## src/rtl/slcc_pkg.sv

```systemverilog
// ----------------------------------------------------------------------------
// slcc_pkg
// shared types, codes and constants of the serial lamp command controller
// ----------------------------------------------------------------------------
`default_nettype none

package slcc_pkg;

   // field widths
   localparam int unsigned DUTY_W     = 17;
   localparam int unsigned INTERVAL_W = 16;
   localparam int unsigned STEPS_W    = 17;
   localparam int unsigned MODE_W     = 2;
   localparam int unsigned EVENT_W    = 2;
   localparam int unsigned BYTE_W     = 8;
   localparam int unsigned CSR_IDX_W  = 1;
   localparam int unsigned CSR_DATA_W = 17;

   // build-time defaults
   localparam int unsigned LINE_CHARS_DEF  = 31;
   localparam int unsigned QUEUE_DEPTH_DEF = 2;

   // register indexes and reset values
   localparam logic [CSR_IDX_W-1:0]  REG_BLINK_INTERVAL = 1'd0;
   localparam logic [CSR_IDX_W-1:0]  REG_PWM_STEPS      = 1'd1;
   localparam logic [INTERVAL_W-1:0] BLINK_INTERVAL_RST = 16'd250;
   localparam logic [STEPS_W-1:0]    PWM_STEPS_RST      = 17'd4000;
   localparam logic [STEPS_W-1:0]    PWM_STEPS_MAX      = 17'h10000;

   // item kinds
   localparam logic FUNC_BYTE = 1'b0;
   localparam logic FUNC_TICK = 1'b1;

   // rear lamp modes
   localparam logic [MODE_W-1:0] MODE_OFF   = 2'd0;
   localparam logic [MODE_W-1:0] MODE_ON    = 2'd1;
   localparam logic [MODE_W-1:0] MODE_BLINK = 2'd2;

   // result events
   localparam logic [EVENT_W-1:0] EV_NONE   = 2'd0;
   localparam logic [EVENT_W-1:0] EV_DUTY   = 2'd1;
   localparam logic [EVENT_W-1:0] EV_REAR   = 2'd2;
   localparam logic [EVENT_W-1:0] EV_REJECT = 2'd3;

   // pct * steps fits in 23 bits; floor(x/100) = (x * RECIP_100) >> 30 for that range
   localparam int unsigned           SCALED_W    = 23;
   localparam int unsigned           RECIP_W     = 24;
   localparam logic [RECIP_W-1:0]    RECIP_100   = 24'd10737419;
   localparam int unsigned           RECIP_SHIFT = 30;

   typedef enum logic [2:0] {
      CMD_NONE,
      CMD_TICK,
      CMD_DUTY,
      CMD_REAR,
      CMD_REJECT
   } cmd_kind_type;

   // one classified item on its way from front to back
   typedef struct packed {
      cmd_kind_type          kind;
      logic [SCALED_W-1:0]   scaled;
      logic [MODE_W-1:0]     rear_mode;
   } cmd_type;

   // one result beat
   typedef struct packed {
      logic [DUTY_W-1:0]  duty_compare;
      logic               rear_pin;
      logic [MODE_W-1:0]  rear_mode;
      logic [EVENT_W-1:0] event_res;
   } rsp_type;

endpackage

`default_nettype wire

```

## src/rtl/serial_lamp_command_controller_core.sv

```systemverilog
// ----------------------------------------------------------------------------
// serial_lamp_command_controller_core
// serial line command parser driving a front pwm lamp and a rear blink lamp
// ----------------------------------------------------------------------------
//
//   channel  | direction | handshake              | payload
//   ---------+-----------+------------------------+------------------------------
//   req      | in        | push / full            | func, rx_byte
//   rsp      | out       | empty / pop            | duty_compare, rear_pin,
//            |           |                        | rear_mode, event_res
//   csr      | in        | valid / ready (always) | index, wdata
//
// - one request beat per cycle sustained while full stays low; each beat gives exactly one result beat
// - a result beat passes through both queues: the command queue takes its request
//   beat at the accepting edge, and the back end writes the result queue at the
//   edge where it takes that command, once the result queue has room
// - the back end carries a 23x24 reciprocal multiply that turns pct*steps into
//   the compare value combinationally
// - synchronous reset empties both queues and restores the lamp and csr values
// - a stalled rsp side fills the result queue, then the command queue, then
//   raises full; each side stalls without losing a beat
// ----------------------------------------------------------------------------
`default_nettype none

module serial_lamp_command_controller_core #(
   parameter int unsigned LINE_CHARS  = slcc_pkg::LINE_CHARS_DEF,
   parameter int unsigned QUEUE_DEPTH = slcc_pkg::QUEUE_DEPTH_DEF
) (
   input  wire logic                            clock,
   input  wire logic                            reset,
   // request beats
   input  wire logic                            req_push,
   output logic                                 req_full,
   input  wire logic                            req_func,
   input  wire logic [slcc_pkg::BYTE_W-1:0]     req_rx_byte,
   // result beats
   output logic                                 rsp_empty,
   input  wire logic                            rsp_pop,
   output logic [slcc_pkg::DUTY_W-1:0]          rsp_duty_compare,
   output logic                                 rsp_rear_pin,
   output logic [slcc_pkg::MODE_W-1:0]          rsp_rear_mode,
   output logic [slcc_pkg::EVENT_W-1:0]         rsp_event_res,
   // register writes
   input  wire logic                            csr_valid,
   output logic                                 csr_ready,
   input  wire logic [slcc_pkg::CSR_IDX_W-1:0]  csr_index,
   input  wire logic [slcc_pkg::CSR_DATA_W-1:0] csr_wdata
);

   import slcc_pkg::*;

   logic [INTERVAL_W-1:0] blink_interval_ff;
   logic [STEPS_W-1:0]    pwm_steps_ff;

   logic    req_accept;
   cmd_type front_cmd;
   cmd_type queued_cmd;
   logic    cmd_empty;
   logic    rsp_q_full;
   logic    back_take;
   rsp_type back_rsp;
   rsp_type rsp_head;

   // register writes are always taken
   assign csr_ready = 1'b1;

   always_ff @(posedge clock) begin
      if (reset) begin
         blink_interval_ff <= BLINK_INTERVAL_RST;
         pwm_steps_ff      <= PWM_STEPS_RST;
      end else if (csr_valid) begin
         if (csr_index == REG_BLINK_INTERVAL) begin
            blink_interval_ff <= csr_wdata[INTERVAL_W-1:0];
         end else if (csr_index == REG_PWM_STEPS) begin
            pwm_steps_ff <= csr_wdata[STEPS_W-1:0];
         end
      end
   end

   assign req_accept = req_push && !req_full;

   // front: line assembly and parse
   slcc_front #(
      .LINE_CHARS (LINE_CHARS)
   ) u_front (
      .clock     (clock),
      .reset     (reset),
      .accept    (req_accept),
      .func      (req_func),
      .rx_byte   (req_rx_byte),
      .pwm_steps (pwm_steps_ff),
      .cmd       (front_cmd)
   );

   // command queue between front and back
   slcc_fifo #(
      .WIDTH ($bits(cmd_type)),
      .DEPTH (QUEUE_DEPTH)
   ) u_cmd_q (
      .clock (clock),
      .reset (reset),
      .push  (req_accept),
      .din   (front_cmd),
      .full  (req_full),
      .pop   (back_take),
      .dout  (queued_cmd),
      .empty (cmd_empty)
   );

   // back runs whenever a command waits and the result queue has room
   assign back_take = !cmd_empty && !rsp_q_full;

   slcc_back u_back (
      .clock          (clock),
      .reset          (reset),
      .take           (back_take),
      .cmd            (queued_cmd),
      .blink_interval (blink_interval_ff),
      .rsp            (back_rsp)
   );

   // result queue toward the rsp ports
   slcc_fifo #(
      .WIDTH ($bits(rsp_type)),
      .DEPTH (QUEUE_DEPTH)
   ) u_rsp_q (
      .clock (clock),
      .reset (reset),
      .push  (back_take),
      .din   (back_rsp),
      .full  (rsp_q_full),
      .pop   (rsp_pop),
      .dout  (rsp_head),
      .empty (rsp_empty)
   );

   assign rsp_duty_compare = rsp_head.duty_compare;
   assign rsp_rear_pin     = rsp_head.rear_pin;
   assign rsp_rear_mode    = rsp_head.rear_mode;
   assign rsp_event_res    = rsp_head.event_res;

endmodule

`default_nettype wire

```

## src/rtl/slcc_fifo.sv

```systemverilog
// ----------------------------------------------------------------------------
// slcc_fifo
// small flop-based queue with first-word fall-through
// ----------------------------------------------------------------------------
`default_nettype none

module slcc_fifo #(
   parameter int unsigned WIDTH = 8,
   parameter int unsigned DEPTH = 2
) (
   input  wire logic             clock,
   input  wire logic             reset,
   input  wire logic             push,
   input  wire logic [WIDTH-1:0] din,
   output logic                  full,
   input  wire logic             pop,
   output logic [WIDTH-1:0]      dout,
   output logic                  empty
);

   localparam int unsigned PW = (DEPTH > 1) ? $clog2(DEPTH) : 1;
   localparam int unsigned CW = $clog2(DEPTH + 1);

   logic [WIDTH-1:0] store_ff [DEPTH];
   logic [PW-1:0]    wr_ptr_ff, wr_ptr_in;
   logic [PW-1:0]    rd_ptr_ff, rd_ptr_in;
   logic [CW-1:0]    count_ff, count_in;
   logic             do_push, do_pop;

   assign full    = (count_ff == CW'(DEPTH));
   assign empty   = (count_ff == '0);
   assign do_push = push && !full;
   assign do_pop  = pop && !empty;
   assign dout    = store_ff[rd_ptr_ff];

   always_comb begin
      wr_ptr_in = wr_ptr_ff;
      rd_ptr_in = rd_ptr_ff;
      count_in  = count_ff;
      if (do_push) begin
         wr_ptr_in = (wr_ptr_ff == PW'(DEPTH - 1)) ? '0 : wr_ptr_ff + 1'b1;
      end
      if (do_pop) begin
         rd_ptr_in = (rd_ptr_ff == PW'(DEPTH - 1)) ? '0 : rd_ptr_ff + 1'b1;
      end
      if (do_push && !do_pop) begin
         count_in = count_ff + 1'b1;
      end else if (do_pop && !do_push) begin
         count_in = count_ff - 1'b1;
      end
   end

   always_ff @(posedge clock) begin
      if (reset) begin
         wr_ptr_ff <= '0;
         rd_ptr_ff <= '0;
         count_ff  <= '0;
      end else begin
         wr_ptr_ff <= wr_ptr_in;
         rd_ptr_ff <= rd_ptr_in;
         count_ff  <= count_in;
      end
   end

   always_ff @(posedge clock) begin
      if (do_push) begin
         store_ff[wr_ptr_ff] <= din;
      end
   end

endmodule

`default_nettype wire

```

## src/rtl/slcc_front.sv

```systemverilog
// ----------------------------------------------------------------------------
// slcc_front
// line assembly and command parsing, one byte or tick per beat
// ----------------------------------------------------------------------------
`default_nettype none

module slcc_front #(
   parameter int unsigned LINE_CHARS = slcc_pkg::LINE_CHARS_DEF
) (
   input  wire logic                         clock,
   input  wire logic                         reset,
   input  wire logic                         accept,
   input  wire logic                         func,
   input  wire logic [slcc_pkg::BYTE_W-1:0]  rx_byte,
   input  wire logic [slcc_pkg::STEPS_W-1:0] pwm_steps,
   output slcc_pkg::cmd_type                 cmd
);

   import slcc_pkg::*;

   localparam int unsigned CW = $clog2(LINE_CHARS + 1);

   localparam logic [1:0] LETTER_NONE = 2'd0;
   localparam logic [1:0] LETTER_L    = 2'd1;
   localparam logic [1:0] LETTER_R    = 2'd2;
   localparam logic [1:0] LETTER_BAD  = 2'd3;

   localparam logic [BYTE_W-1:0] CH_NUL   = 8'h00;
   localparam logic [BYTE_W-1:0] CH_TAB   = 8'h09;
   localparam logic [BYTE_W-1:0] CH_LF    = 8'h0A;
   localparam logic [BYTE_W-1:0] CH_VT    = 8'h0B;
   localparam logic [BYTE_W-1:0] CH_FF    = 8'h0C;
   localparam logic [BYTE_W-1:0] CH_CR    = 8'h0D;
   localparam logic [BYTE_W-1:0] CH_SPACE = 8'h20;
   localparam logic [BYTE_W-1:0] CH_PLUS  = 8'h2B;
   localparam logic [BYTE_W-1:0] CH_MINUS = 8'h2D;
   localparam logic [BYTE_W-1:0] CH_ZERO  = 8'h30;
   localparam logic [BYTE_W-1:0] CH_NINE  = 8'h39;
   localparam logic [BYTE_W-1:0] CH_L     = 8'h4C;
   localparam logic [BYTE_W-1:0] CH_R     = 8'h52;

   localparam logic [35:0] ACCUM_SAT = 36'h0_8000_0000;

   typedef enum logic [2:0] {
      PH_START,
      PH_TOKEN1,
      PH_GAP,
      PH_NUM_START,
      PH_SIGN,
      PH_DIGITS,
      PH_TRAIL,
      PH_ERROR
   } phase_type;

   logic [CW-1:0] count_ff, count_in;
   phase_type     phase_ff, phase_in;
   logic [1:0]    letter_ff, letter_in;
   logic [31:0]   accum_ff, accum_in;
   logic          neg_ff, neg_in;
   logic          digit_ff, digit_in;
   logic          ended_ff, ended_in;

   logic          is_space, is_digit, is_blank, is_sign;
   logic [35:0]   accum_x10;
   logic [31:0]   accum_digit;
   logic          line_ok;
   logic [6:0]    pct;
   logic [STEPS_W-1:0] steps_clamped;
   logic [23:0]   scaled_full;
   logic [7:0]    low_byte;
   logic [MODE_W-1:0] rear_value;

   assign is_space = (rx_byte == CH_SPACE);
   assign is_digit = (rx_byte >= CH_ZERO) && (rx_byte <= CH_NINE);
   assign is_blank = (rx_byte == CH_TAB) || (rx_byte == CH_VT) || (rx_byte == CH_FF);
   assign is_sign  = (rx_byte == CH_PLUS) || (rx_byte == CH_MINUS);

   // accum * 10 + digit, saturating at 2^31
   always_comb begin
      accum_x10 = {1'b0, accum_ff, 3'b000} + {3'b000, accum_ff, 1'b0}
                + {32'd0, rx_byte[3:0] - CH_ZERO[3:0]};
      accum_digit = (accum_x10 > ACCUM_SAT) ? ACCUM_SAT[31:0] : accum_x10[31:0];
   end

   // line end: percent scaled by steps, and rear mode from low byte
   always_comb begin
      line_ok = ((phase_ff == PH_NUM_START) || (phase_ff == PH_SIGN) ||
                 (phase_ff == PH_DIGITS) || (phase_ff == PH_TRAIL)) && digit_ff &&
                ((letter_ff == LETTER_L) || (letter_ff == LETTER_R));
      pct = neg_ff ? 7'd0 : ((accum_ff > 32'd100) ? 7'd100 : accum_ff[6:0]);
      steps_clamped = (pwm_steps > PWM_STEPS_MAX) ? PWM_STEPS_MAX : pwm_steps;
      scaled_full = {17'd0, pct} * {7'd0, steps_clamped};
      if (neg_ff) begin
         low_byte = 8'd0 - accum_ff[7:0];
      end else begin
         low_byte = accum_ff[31] ? 8'hFF : accum_ff[7:0];
      end
      rear_value = (low_byte > 8'd2) ? MODE_BLINK : low_byte[1:0];
   end

   always_comb begin
      count_in  = count_ff;
      phase_in  = phase_ff;
      letter_in = letter_ff;
      accum_in  = accum_ff;
      neg_in    = neg_ff;
      digit_in  = digit_ff;
      ended_in  = ended_ff;
      cmd.kind      = CMD_NONE;
      cmd.scaled    = scaled_full[SCALED_W-1:0];
      cmd.rear_mode = rear_value;

      if (func == FUNC_TICK) begin
         cmd.kind = CMD_TICK;
      end else if (rx_byte == CH_LF) begin
         if (line_ok && (letter_ff == LETTER_L)) begin
            cmd.kind = CMD_DUTY;
         end else if (line_ok) begin
            cmd.kind = CMD_REAR;
         end else begin
            cmd.kind = CMD_REJECT;
         end
         count_in  = '0;
         phase_in  = PH_START;
         letter_in = LETTER_NONE;
         accum_in  = '0;
         neg_in    = 1'b0;
         digit_in  = 1'b0;
         ended_in  = 1'b0;
      end else if (rx_byte != CH_CR) begin
         if (count_ff < CW'(LINE_CHARS)) begin
            count_in = count_ff + 1'b1;
            if (rx_byte == CH_NUL) begin
               ended_in = 1'b1;
            end else if (!ended_ff) begin
               unique case (phase_ff)
                  PH_START: begin
                     if (!is_space) begin
                        letter_in = (rx_byte == CH_L) ? LETTER_L :
                                    (rx_byte == CH_R) ? LETTER_R : LETTER_BAD;
                        phase_in  = PH_TOKEN1;
                     end
                  end
                  PH_TOKEN1: begin
                     if (is_space) begin
                        phase_in = PH_GAP;
                     end else begin
                        letter_in = LETTER_BAD;
                     end
                  end
                  PH_GAP, PH_NUM_START: begin
                     // a non-space in the gap starts the number token
                     if (is_space) begin
                        phase_in = (phase_ff == PH_GAP) ? PH_GAP : PH_TRAIL;
                     end else if (is_blank) begin
                        phase_in = PH_NUM_START;
                     end else if (is_sign) begin
                        neg_in   = (rx_byte == CH_MINUS);
                        phase_in = PH_SIGN;
                     end else if (is_digit) begin
                        accum_in = accum_digit;
                        digit_in = 1'b1;
                        phase_in = PH_DIGITS;
                     end else begin
                        phase_in = PH_ERROR;
                     end
                  end
                  PH_SIGN, PH_DIGITS: begin
                     if (is_space) begin
                        phase_in = PH_TRAIL;
                     end else if (is_digit) begin
                        accum_in = accum_digit;
                        digit_in = 1'b1;
                        phase_in = PH_DIGITS;
                     end else begin
                        phase_in = PH_ERROR;
                     end
                  end
                  PH_TRAIL: begin
                     if (!is_space) begin
                        phase_in = PH_ERROR;
                     end
                  end
                  default: begin
                     phase_in = phase_ff;
                  end
               endcase
            end
         end else begin
            // overflow: drop the character, restart the line
            count_in  = '0;
            phase_in  = PH_START;
            letter_in = LETTER_NONE;
            accum_in  = '0;
            neg_in    = 1'b0;
            digit_in  = 1'b0;
            ended_in  = 1'b0;
         end
      end
   end

   always_ff @(posedge clock) begin
      if (reset) begin
         count_ff  <= '0;
         phase_ff  <= PH_START;
         letter_ff <= LETTER_NONE;
         accum_ff  <= '0;
         neg_ff    <= 1'b0;
         digit_ff  <= 1'b0;
         ended_ff  <= 1'b0;
      end else if (accept) begin
         count_ff  <= count_in;
         phase_ff  <= phase_in;
         letter_ff <= letter_in;
         accum_ff  <= accum_in;
         neg_ff    <= neg_in;
         digit_ff  <= digit_in;
         ended_ff  <= ended_in;
      end
   end

endmodule

`default_nettype wire

```

## src/rtl/slcc_back.sv

```systemverilog
// ----------------------------------------------------------------------------
// slcc_back
// applies commands to the lamp state and forms one result per command
// ----------------------------------------------------------------------------
`default_nettype none

module slcc_back (
   input  wire logic                            clock,
   input  wire logic                            reset,
   input  wire logic                            take,
   input  wire slcc_pkg::cmd_type               cmd,
   input  wire logic [slcc_pkg::INTERVAL_W-1:0] blink_interval,
   output slcc_pkg::rsp_type                    rsp
);

   import slcc_pkg::*;

   localparam int unsigned PROD_W = SCALED_W + RECIP_W;

   logic [DUTY_W-1:0]     duty_ff, duty_in;
   logic [MODE_W-1:0]     mode_ff, mode_in;
   logic                  pin_ff, pin_in;
   logic                  phase_ff, phase_in;
   logic [INTERVAL_W-1:0] ticks_ff, ticks_in;

   logic [PROD_W-1:0]     prod;
   logic [DUTY_W-1:0]     quotient;
   logic [INTERVAL_W-1:0] interval_eff;
   logic [EVENT_W-1:0]    event_code;

   // divide by 100 through the reciprocal
   assign prod     = {{RECIP_W{1'b0}}, cmd.scaled} * {{SCALED_W{1'b0}}, RECIP_100};
   assign quotient = prod[RECIP_SHIFT +: DUTY_W];
   assign interval_eff = (blink_interval == '0) ? INTERVAL_W'(1) : blink_interval;

   always_comb begin
      duty_in    = duty_ff;
      mode_in    = mode_ff;
      pin_in     = pin_ff;
      phase_in   = phase_ff;
      ticks_in   = ticks_ff;
      event_code = EV_NONE;

      unique case (cmd.kind)
         CMD_TICK: begin
            if (ticks_ff != '1) begin
               ticks_in = ticks_ff + 1'b1;
            end
         end
         CMD_DUTY: begin
            duty_in    = quotient;
            event_code = EV_DUTY;
         end
         CMD_REAR: begin
            mode_in    = cmd.rear_mode;
            event_code = EV_REAR;
            if (cmd.rear_mode == MODE_OFF) begin
               pin_in = 1'b0;
            end else if (cmd.rear_mode == MODE_ON) begin
               pin_in = 1'b1;
            end
         end
         CMD_REJECT: begin
            event_code = EV_REJECT;
         end
         default: begin
            event_code = EV_NONE;
         end
      endcase

      if ((mode_in == MODE_BLINK) && (ticks_in >= interval_eff)) begin
         phase_in = !phase_ff;
         pin_in   = !phase_ff;
         ticks_in = '0;
      end
   end

   assign rsp.duty_compare = duty_in;
   assign rsp.rear_pin     = pin_in;
   assign rsp.rear_mode    = mode_in;
   assign rsp.event_res    = event_code;

   always_ff @(posedge clock) begin
      if (reset) begin
         duty_ff  <= '0;
         mode_ff  <= MODE_ON;
         pin_ff   <= 1'b1;
         phase_ff <= 1'b0;
         ticks_ff <= '0;
      end else if (take) begin
         duty_ff  <= duty_in;
         mode_ff  <= mode_in;
         pin_ff   <= pin_in;
         phase_ff <= phase_in;
         ticks_ff <= ticks_in;
      end
   end

endmodule

`default_nettype wire

```

## config.mk

```make
export PLATFORM = sky130hd
export DESIGN_NAME = serial_lamp_command_controller_core
export DESIGN_NICKNAME = d
export VERILOG_FILES = /design/src/rtl/slcc_pkg.sv /design/src/rtl/serial_lamp_command_controller_core.sv /design/src/rtl/slcc_fifo.sv /design/src/rtl/slcc_front.sv /design/src/rtl/slcc_back.sv
export SDC_FILE = /design/constraint.sdc
export NUM_CORES = 1
export LEC_CHECK = 0
export BUFFER_PORTS_ARGS = -buffer_cell sky130_fd_sc_hd__buf_4
export CORE_ASPECT_RATIO = 1.2
export CORE_UTILIZATION = 51
export DETAILED_ROUTE_END_ITERATION = 7
export PLACE_DENSITY_LB_ADDON = 0.25
export SLEW_MARGIN = 20
export SYNTH_ARGS = -nofsm -noshare
export SYNTH_HDL_FRONTEND = slang
export SYNTH_HIERARCHICAL = 1
export SYNTH_SLANG_ARGS = --single-unit
export TNS_END_PERCENT = 5
```

## constraint.sdc

```tcl
create_clock -name clock -period 14.32 [get_ports clock]
set_clock_uncertainty 0.2 [all_clocks]
set_input_delay 1.432 -clock clock [delete_from_list [all_inputs] [get_ports clock]]
set_output_delay 1.432 -clock clock [all_outputs]
set_load 0.1 [all_outputs]
```

==> impl_metrics.toml, run 1 <==
[run_status]
outcome = "completed"

[critical_path]
crit_path_max_incr_delay_ns = 0.54
worst_path_max_delay_cell = "fa_1"
crit_fanout = 28
cpMostUsedCell = "fa_1"
path_class = "reg2reg"
end_kind = "flop"
crit_required_ns = 14.50
path_cells = "buf_4, mux2_2, ha_1, inv_1, fa_1, inv_1, fa_1, fa_1, fa_1, fa_1, fa_1, ha_1, a211oi_1, o21ai_0, o21ai_0, o221ai_1, o21ai_1, a21boi_0, o21a_1, o31ai_1"
critPathLaunchType = "flop"
cp.arrival_ns = 7.86

[logic_synthesis]
muxShareOfSynthArea_pct = 3.39
synth_top_cell_by_area = "fa_1"
avgSynthCellArea_um2 = 9.53
synth_edf_count = 100
synth_adder_area_share_pct = 38.6
synth_compound_area_share_pct = 12.4
synthTopCellsByArea = "fa_1 21%, ha_1 18%, edfxtp_1 12%, dfxtp_1 9.7%, inv_1 6.3%"
synth_cells = 2719
yosysTopAreaCellShare_pct = 20.9
ys_dominant_reg_cell = "dfxtp_1"
ys_warn_count = 6
ys_seq_area_share_pct = 21.3
synthesis.nets = 3389
async_flop_share_pct = 0
ys_seq_elements = 225
synth-xor-area-share_pct = 2.87
ys_types = 102
synth_top_family_by_area = "adder cells"
synthesis.area_um2 = 25900
yosys.area_share.simple_pct = 13.5

[clock_tree]
cts_root_buffer = "clkbuf_16"
ctsHoldBuffers = 0
cts_max_path_buffers = 3
clock-sinks = 225
cts_max_level = 1
clk_latency_ns = 0.58
cts_setup_buffers = 0
post_cts_resized = 0
cts_buffers = 26
path_clk_slew_ns = 0.06
cts_tree = "yes"

[global_route]
grt_use_total_pct = 24.8
gr-total-overflow = 0
grt_pass1_vias = 19796
grt_pass1_wl_um = 103000
grt_max_degree = 56
antenna_found_initial = 0

[layout]
layout-drive-gt1-share_pct = 8.37
nets = 3400
final_common_cell = "inv_1"
n_antenna_cell = 0
final_cell_mix = "433 x inv_1, 368 x ha_1, 270 x fa_1"
fill_cells = 4517
syn_to_final_growth_pct = 6.98

[floorplanning]
fp.coreArea_um2 = 50200
core.rowCount = 90
dieArea_um2 = 51700
fp.dieW_um = 208
initial_core_util_pct = 51.6
io_pins = 57
die_h_um = 249

[flow_run]
maxCapViolCount = 0

[detailed_routing]
firstDrtPassIters = 7
vias_per_cell = 5.63
wirelength_um = 63100
drc = 0
wl_per_cell_um = 18.6
route.vias.total = 19108
drt_iter0_markers = 950
ant_nets = 0

[sta]
setup_ws_ns = 6.64
timing.setup.tns_ns = 0
setup_violations = 0
fmax_mhz = 130
finalCritPeriodShare_pct = 53.6
rsz0062_at_grt = "false"
tightestPinTransition_ns = 1.01
drv_slew = 0
hold_slack_ns = 0.265
min_period_ns = 7.68
finalHoldViolCount = 0
slew_headroom_pct = 32.4

[place]
place_hpwl_um = 52300
dp_slack_ns = 6.61
place_congestion = 0.940
io_buffer_count = 55

[worst_hold_path]
min_path_type = "reg2reg"
[state kept, by name, indices dropped and copies added, names as in the netlist, 2 cells and up, named ones only]
signal / count
u_front/accum_ff: 32
blink_interval_ff: 16
u_rsp_q/count_ff: 2
u_front/count_ff: 5
u_rsp_q/store_ff: 44
u_back/ticks_ff: 16
pwm_steps_ff: 17
u_back/mode_ff: 2
u_front/phase_ff: 3
u_cmd_q/count_ff: 2
u_back/duty_ff: 17
u_cmd_q/store_ff: 56
u_front/letter_ff: 2
[synth_stat cells, drive strengths merged (5+ instances only)]
master,n
a2111oi,5
a211o,6
a211oi,24
a21bo,7
a21o,34
a21oi,122
a31oi,19
a41oi,5
and2,23
and3,21
and4,6
buf,29
clkbuf,53
dfxtp,125
edfxtp,100
fa,270
ha,368
inv,434
mux2,54
mux2i,27
nand2,199
nand2b,36
nand3,92
nand4,24
nor2,190
nor2b,20
nor3,34
nor3b,6
nor4,20
o211ai,15
o21a,19
o21ai,97
o21bai,7
o311ai,5
o31ai,25
o41ai,18
or2,17
or3,14
xnor2,49
xor2,36
[final cells by class]
type / count / area, µm² / area share (%)
flip-flops and latches: 225 / 5510 / 19.9
clock inverters: 17 / 240 / 0.867
well taps: 644 / 806 / 2.91
multi-input cells: 1977 / 18400 / 66.3
repair buffers: 65 / 488 / 1.76
clock buffers: 29 / 672 / 2.42
inverters: 435 / 1630 / 5.89
[per-stage QoR]
step,cell area (µm²),std cells,util [%]
5_1_grt,27700,3392,55.2
3_3_place_gp,26800,3346,53.4
6_report,27700,3392,55.2
2_1_floorplan,25900,2719,-
3_5_place_dp,26800,3346,53.4
4_1_cts,27700,3392,55.2
[metal layers]
layer | global-route usage [%] | vias up | share of wire (%)
met2 | 46.5 | 354 | 53
li1 | - | 9254 | -
met3 | 1.95 | 86 | 2.8
met4 | 6.37 | 0 | 2.3
met5 | 0 | - | 0
met1 | 30.6 | 9414 | 42
[critical path, delay by kind of cell (launching register included)]
kind	cells	cell delay, ns
flops	1	0.30
buf+inv	3	0.48
compound gates	8	2.04
mux	1	0.49
fa+ha+maj	8	3.96
[kinds of logic (layout without fill, tap and decap cells)]
group                      count (synthesis)  count (layout)
adders and majority gates                638             638
muxes                                     81              81
and+or+nand+nor                          719             719
DFF                                      225             225
xor gates and xnor gates                  85              85
AOI/OAI and AO/OA                        453             453
other                                      1               1
buffers and inverters                    517             546
[final timing paths]
kind	startpoint	end	slack, ns	cells past startpoint
setup / recovery	flop	u_rsp_q/store_ff[1][21]	6.64	20
hold / removal	u_back/duty_ff[4]	u_back/duty_ff[4]	0.27	2
setup reg to reg	flop	u_rsp_q/store_ff[1][21]	6.64	20
hold reg to reg	u_back/duty_ff[4]	u_back/duty_ff[4]	0.27	2
Power of run 1 is not shown: default switching activity piles up to over one toggle a cycle in this logic, so the estimate is an artifact.
==> run 2: changes to the inputs <==
==> constraint.sdc (replaced) <==
create_clock -name clock -period 7.48 [get_ports clock]
set_clock_uncertainty 0.2 [all_clocks]
set_input_delay 0.748 -clock clock [delete_from_list [all_inputs] [get_ports clock]]
set_output_delay 0.748 -clock clock [all_outputs]
set_load 0.1 [all_outputs]
==> impl_metrics.toml, run 2 (same netlist as run 1, synthesis figures left out) <==
[layout]
n_antenna_cell = 0
final_common_cell = "inv_1"
final_cell_mix = "431 x inv_1, 366 x ha_1, 269 x fa_1"
largest_register_ffs = 56
layout-drive-gt1-share_pct = 10.6
fill_cells = 4454
reg.largest.list = "u_cmd_q/store_ff (56), u_rsp_q/store_ff (44), u_front/accum_ff (32)"
nets = 3450
final_util_pct = 56.1
multi_input_area_um2 = 18400
syn_to_final_growth_pct = 8.72
regArea_um2 = 5510
largest-register = "u_cmd_q/store_ff"

[critical_path]
end_kind = "flop"
crit_required_ns = 7.71
cp.arrival_ns = 7.51
reg2reg_to = "u_rsp_q/store_ff[1][18]"
critPathLaunchType = "flop"
worst-r2r-setup-slack_ns = 0.20
crit_fanout = 12
path_class = "reg2reg"
ff2ff_path_depth = 24

[floorplanning]
fp.coreArea_um2 = 50200
core.rowCount = 90
io_pins = 57
dieArea_um2 = 51700
die_h_um = 249
initial_core_util_pct = 51.6
fp.dieW_um = 208

[clock_tree]
clk_latency_ns = 0.58
cts_max_level = 1
cts_root_buffer = "clkbuf_16"
cts_max_path_buffers = 3
cts_buffers = 26
path_clk_slew_ns = 0.06
cts_tree = "yes"
clock-sinks = 225
ctsHoldBuffers = 0

[global_route]
grt_pass1_vias = 20046
grt_max_degree = 56
antenna_found_initial = 0
grt_use_total_pct = 25.4
grt_use_met2_pct = 46.7
gr-usage-met1_pct = 31.1
grt.busiest_layer = "met2"
gr-total-overflow = 0
grtUsageMet3_pct = 2.13
grt_pass1_wl_um = 106000

[detailed_routing]
route.vias.total = 19260
ant_nets = 0
wl_per_cell_um = 18.9
wirelength_um = 65200
drc = 0
drt_iter0_markers = 994
firstDrtPassIters = 5
vias_per_cell = 5.59

[sta]
slew_headroom_pct = 27.0
min_period_ns = 7.28
fmax_mhz = 137
rsz0062_at_grt = "true"
timing.setup.tns_ns = 0
setup_violations = 0
drv_slew = 0
finalCritPeriodShare_pct = 97.3
tightestPinTransition_ns = 1.09
finalHoldViolCount = 0

[worst_hold_path]
holdPathEnd = "pwm_steps_ff[16]"
whs_path_depth = 3
min_path_type = "in2reg"
hold_start = "csr_wdata[16]"

[place]
place_congestion = 0.991
io_buffer_count = 55
place_hpwl_um = 53600

[run_status]
outcome = "completed"

[flow_run]
maxCapViolCount = 0
## run 2: worst max path at each step
stage                                    endpoint  slack [ns]
after floorplan           u_rsp_q/store_ff[0][18]        0.46
after global placement    u_rsp_q/store_ff[1][15]        0.09
after detailed placement  u_rsp_q/store_ff[1][21]       -0.02
after CTS                 u_rsp_q/store_ff[1][21]        0.03
after global routing      u_rsp_q/store_ff[1][18]       -0.02
final                     u_rsp_q/store_ff[1][18]        0.20
## run 2: worst max-delay path, cell delays in order (launching register included)
cell and delay [ns]:
dfxtp_4 0.38, buf_12 0.15, mux2_2 0.37, buf_4 0.18, ha_1 0.35, fa_1 0.50
inv_1 0.05, fa_1 0.46, fa_1 0.51, inv_1 0.05, fa_1 0.46, fa_1 0.55
inv_1 0.05, fa_1 0.52, inv_1 0.04, ha_1 0.33, nand2_1 0.06, o21ai_0 0.40
nand3_1 0.14, and4_4 0.24, a2111oi_4 0.32, buf_4 0.19, o21ai_2 0.10, or4_1 0.40
nand3_1 0.11
## run 2: layout make-up
type	count	area share, %
Multi-Input combinational cell	1977	65.5
Tap cell	644	2.86
Inverter	435	5.80
Clock buffer	27	2.32
Timing Repair Buffer	115	3.17
Sequential cell	225	19.6
Clock inverter	21	0.795
## run 2: stage by stage
stage	hold WS [ns]	cells	instance area [µm²]	setup slack (ns)
4_1_cts	0.232	3441	28000	0.0317
3_5_place_dp	0.245	3393	27200	-0.0159
5_1_grt	0.245	3444	28200	-0.0171
3_3_place_gp	0.239	3393	27200	0.0855
2_1_floorplan	0.232	2719	25900	0.457
6_report	0.251	3444	28200	0.201
## run 2: what timing repair did
| item | in CTS | in global routing |
|---|---|---|
| pin swaps | 0 | 2 |
| endpoints found under the hold margin | 0 | 0 |
| gates cloned | 0 | 1 |
| endpoints found under the setup margin | 2 | 35 |
| resized for setup | 1 | 22 |
| setup buffers | 0 | 2 |
## run 2: metal layers
layer / up-vias / wire length (µm)
met5: - / 0
met4: 0 / 2380
met3: 120 / 1880
met2: 367 / 33600
met1: 9394 / 27300
li1: 9379 / -
Power of run 2 is left out for the same reason.
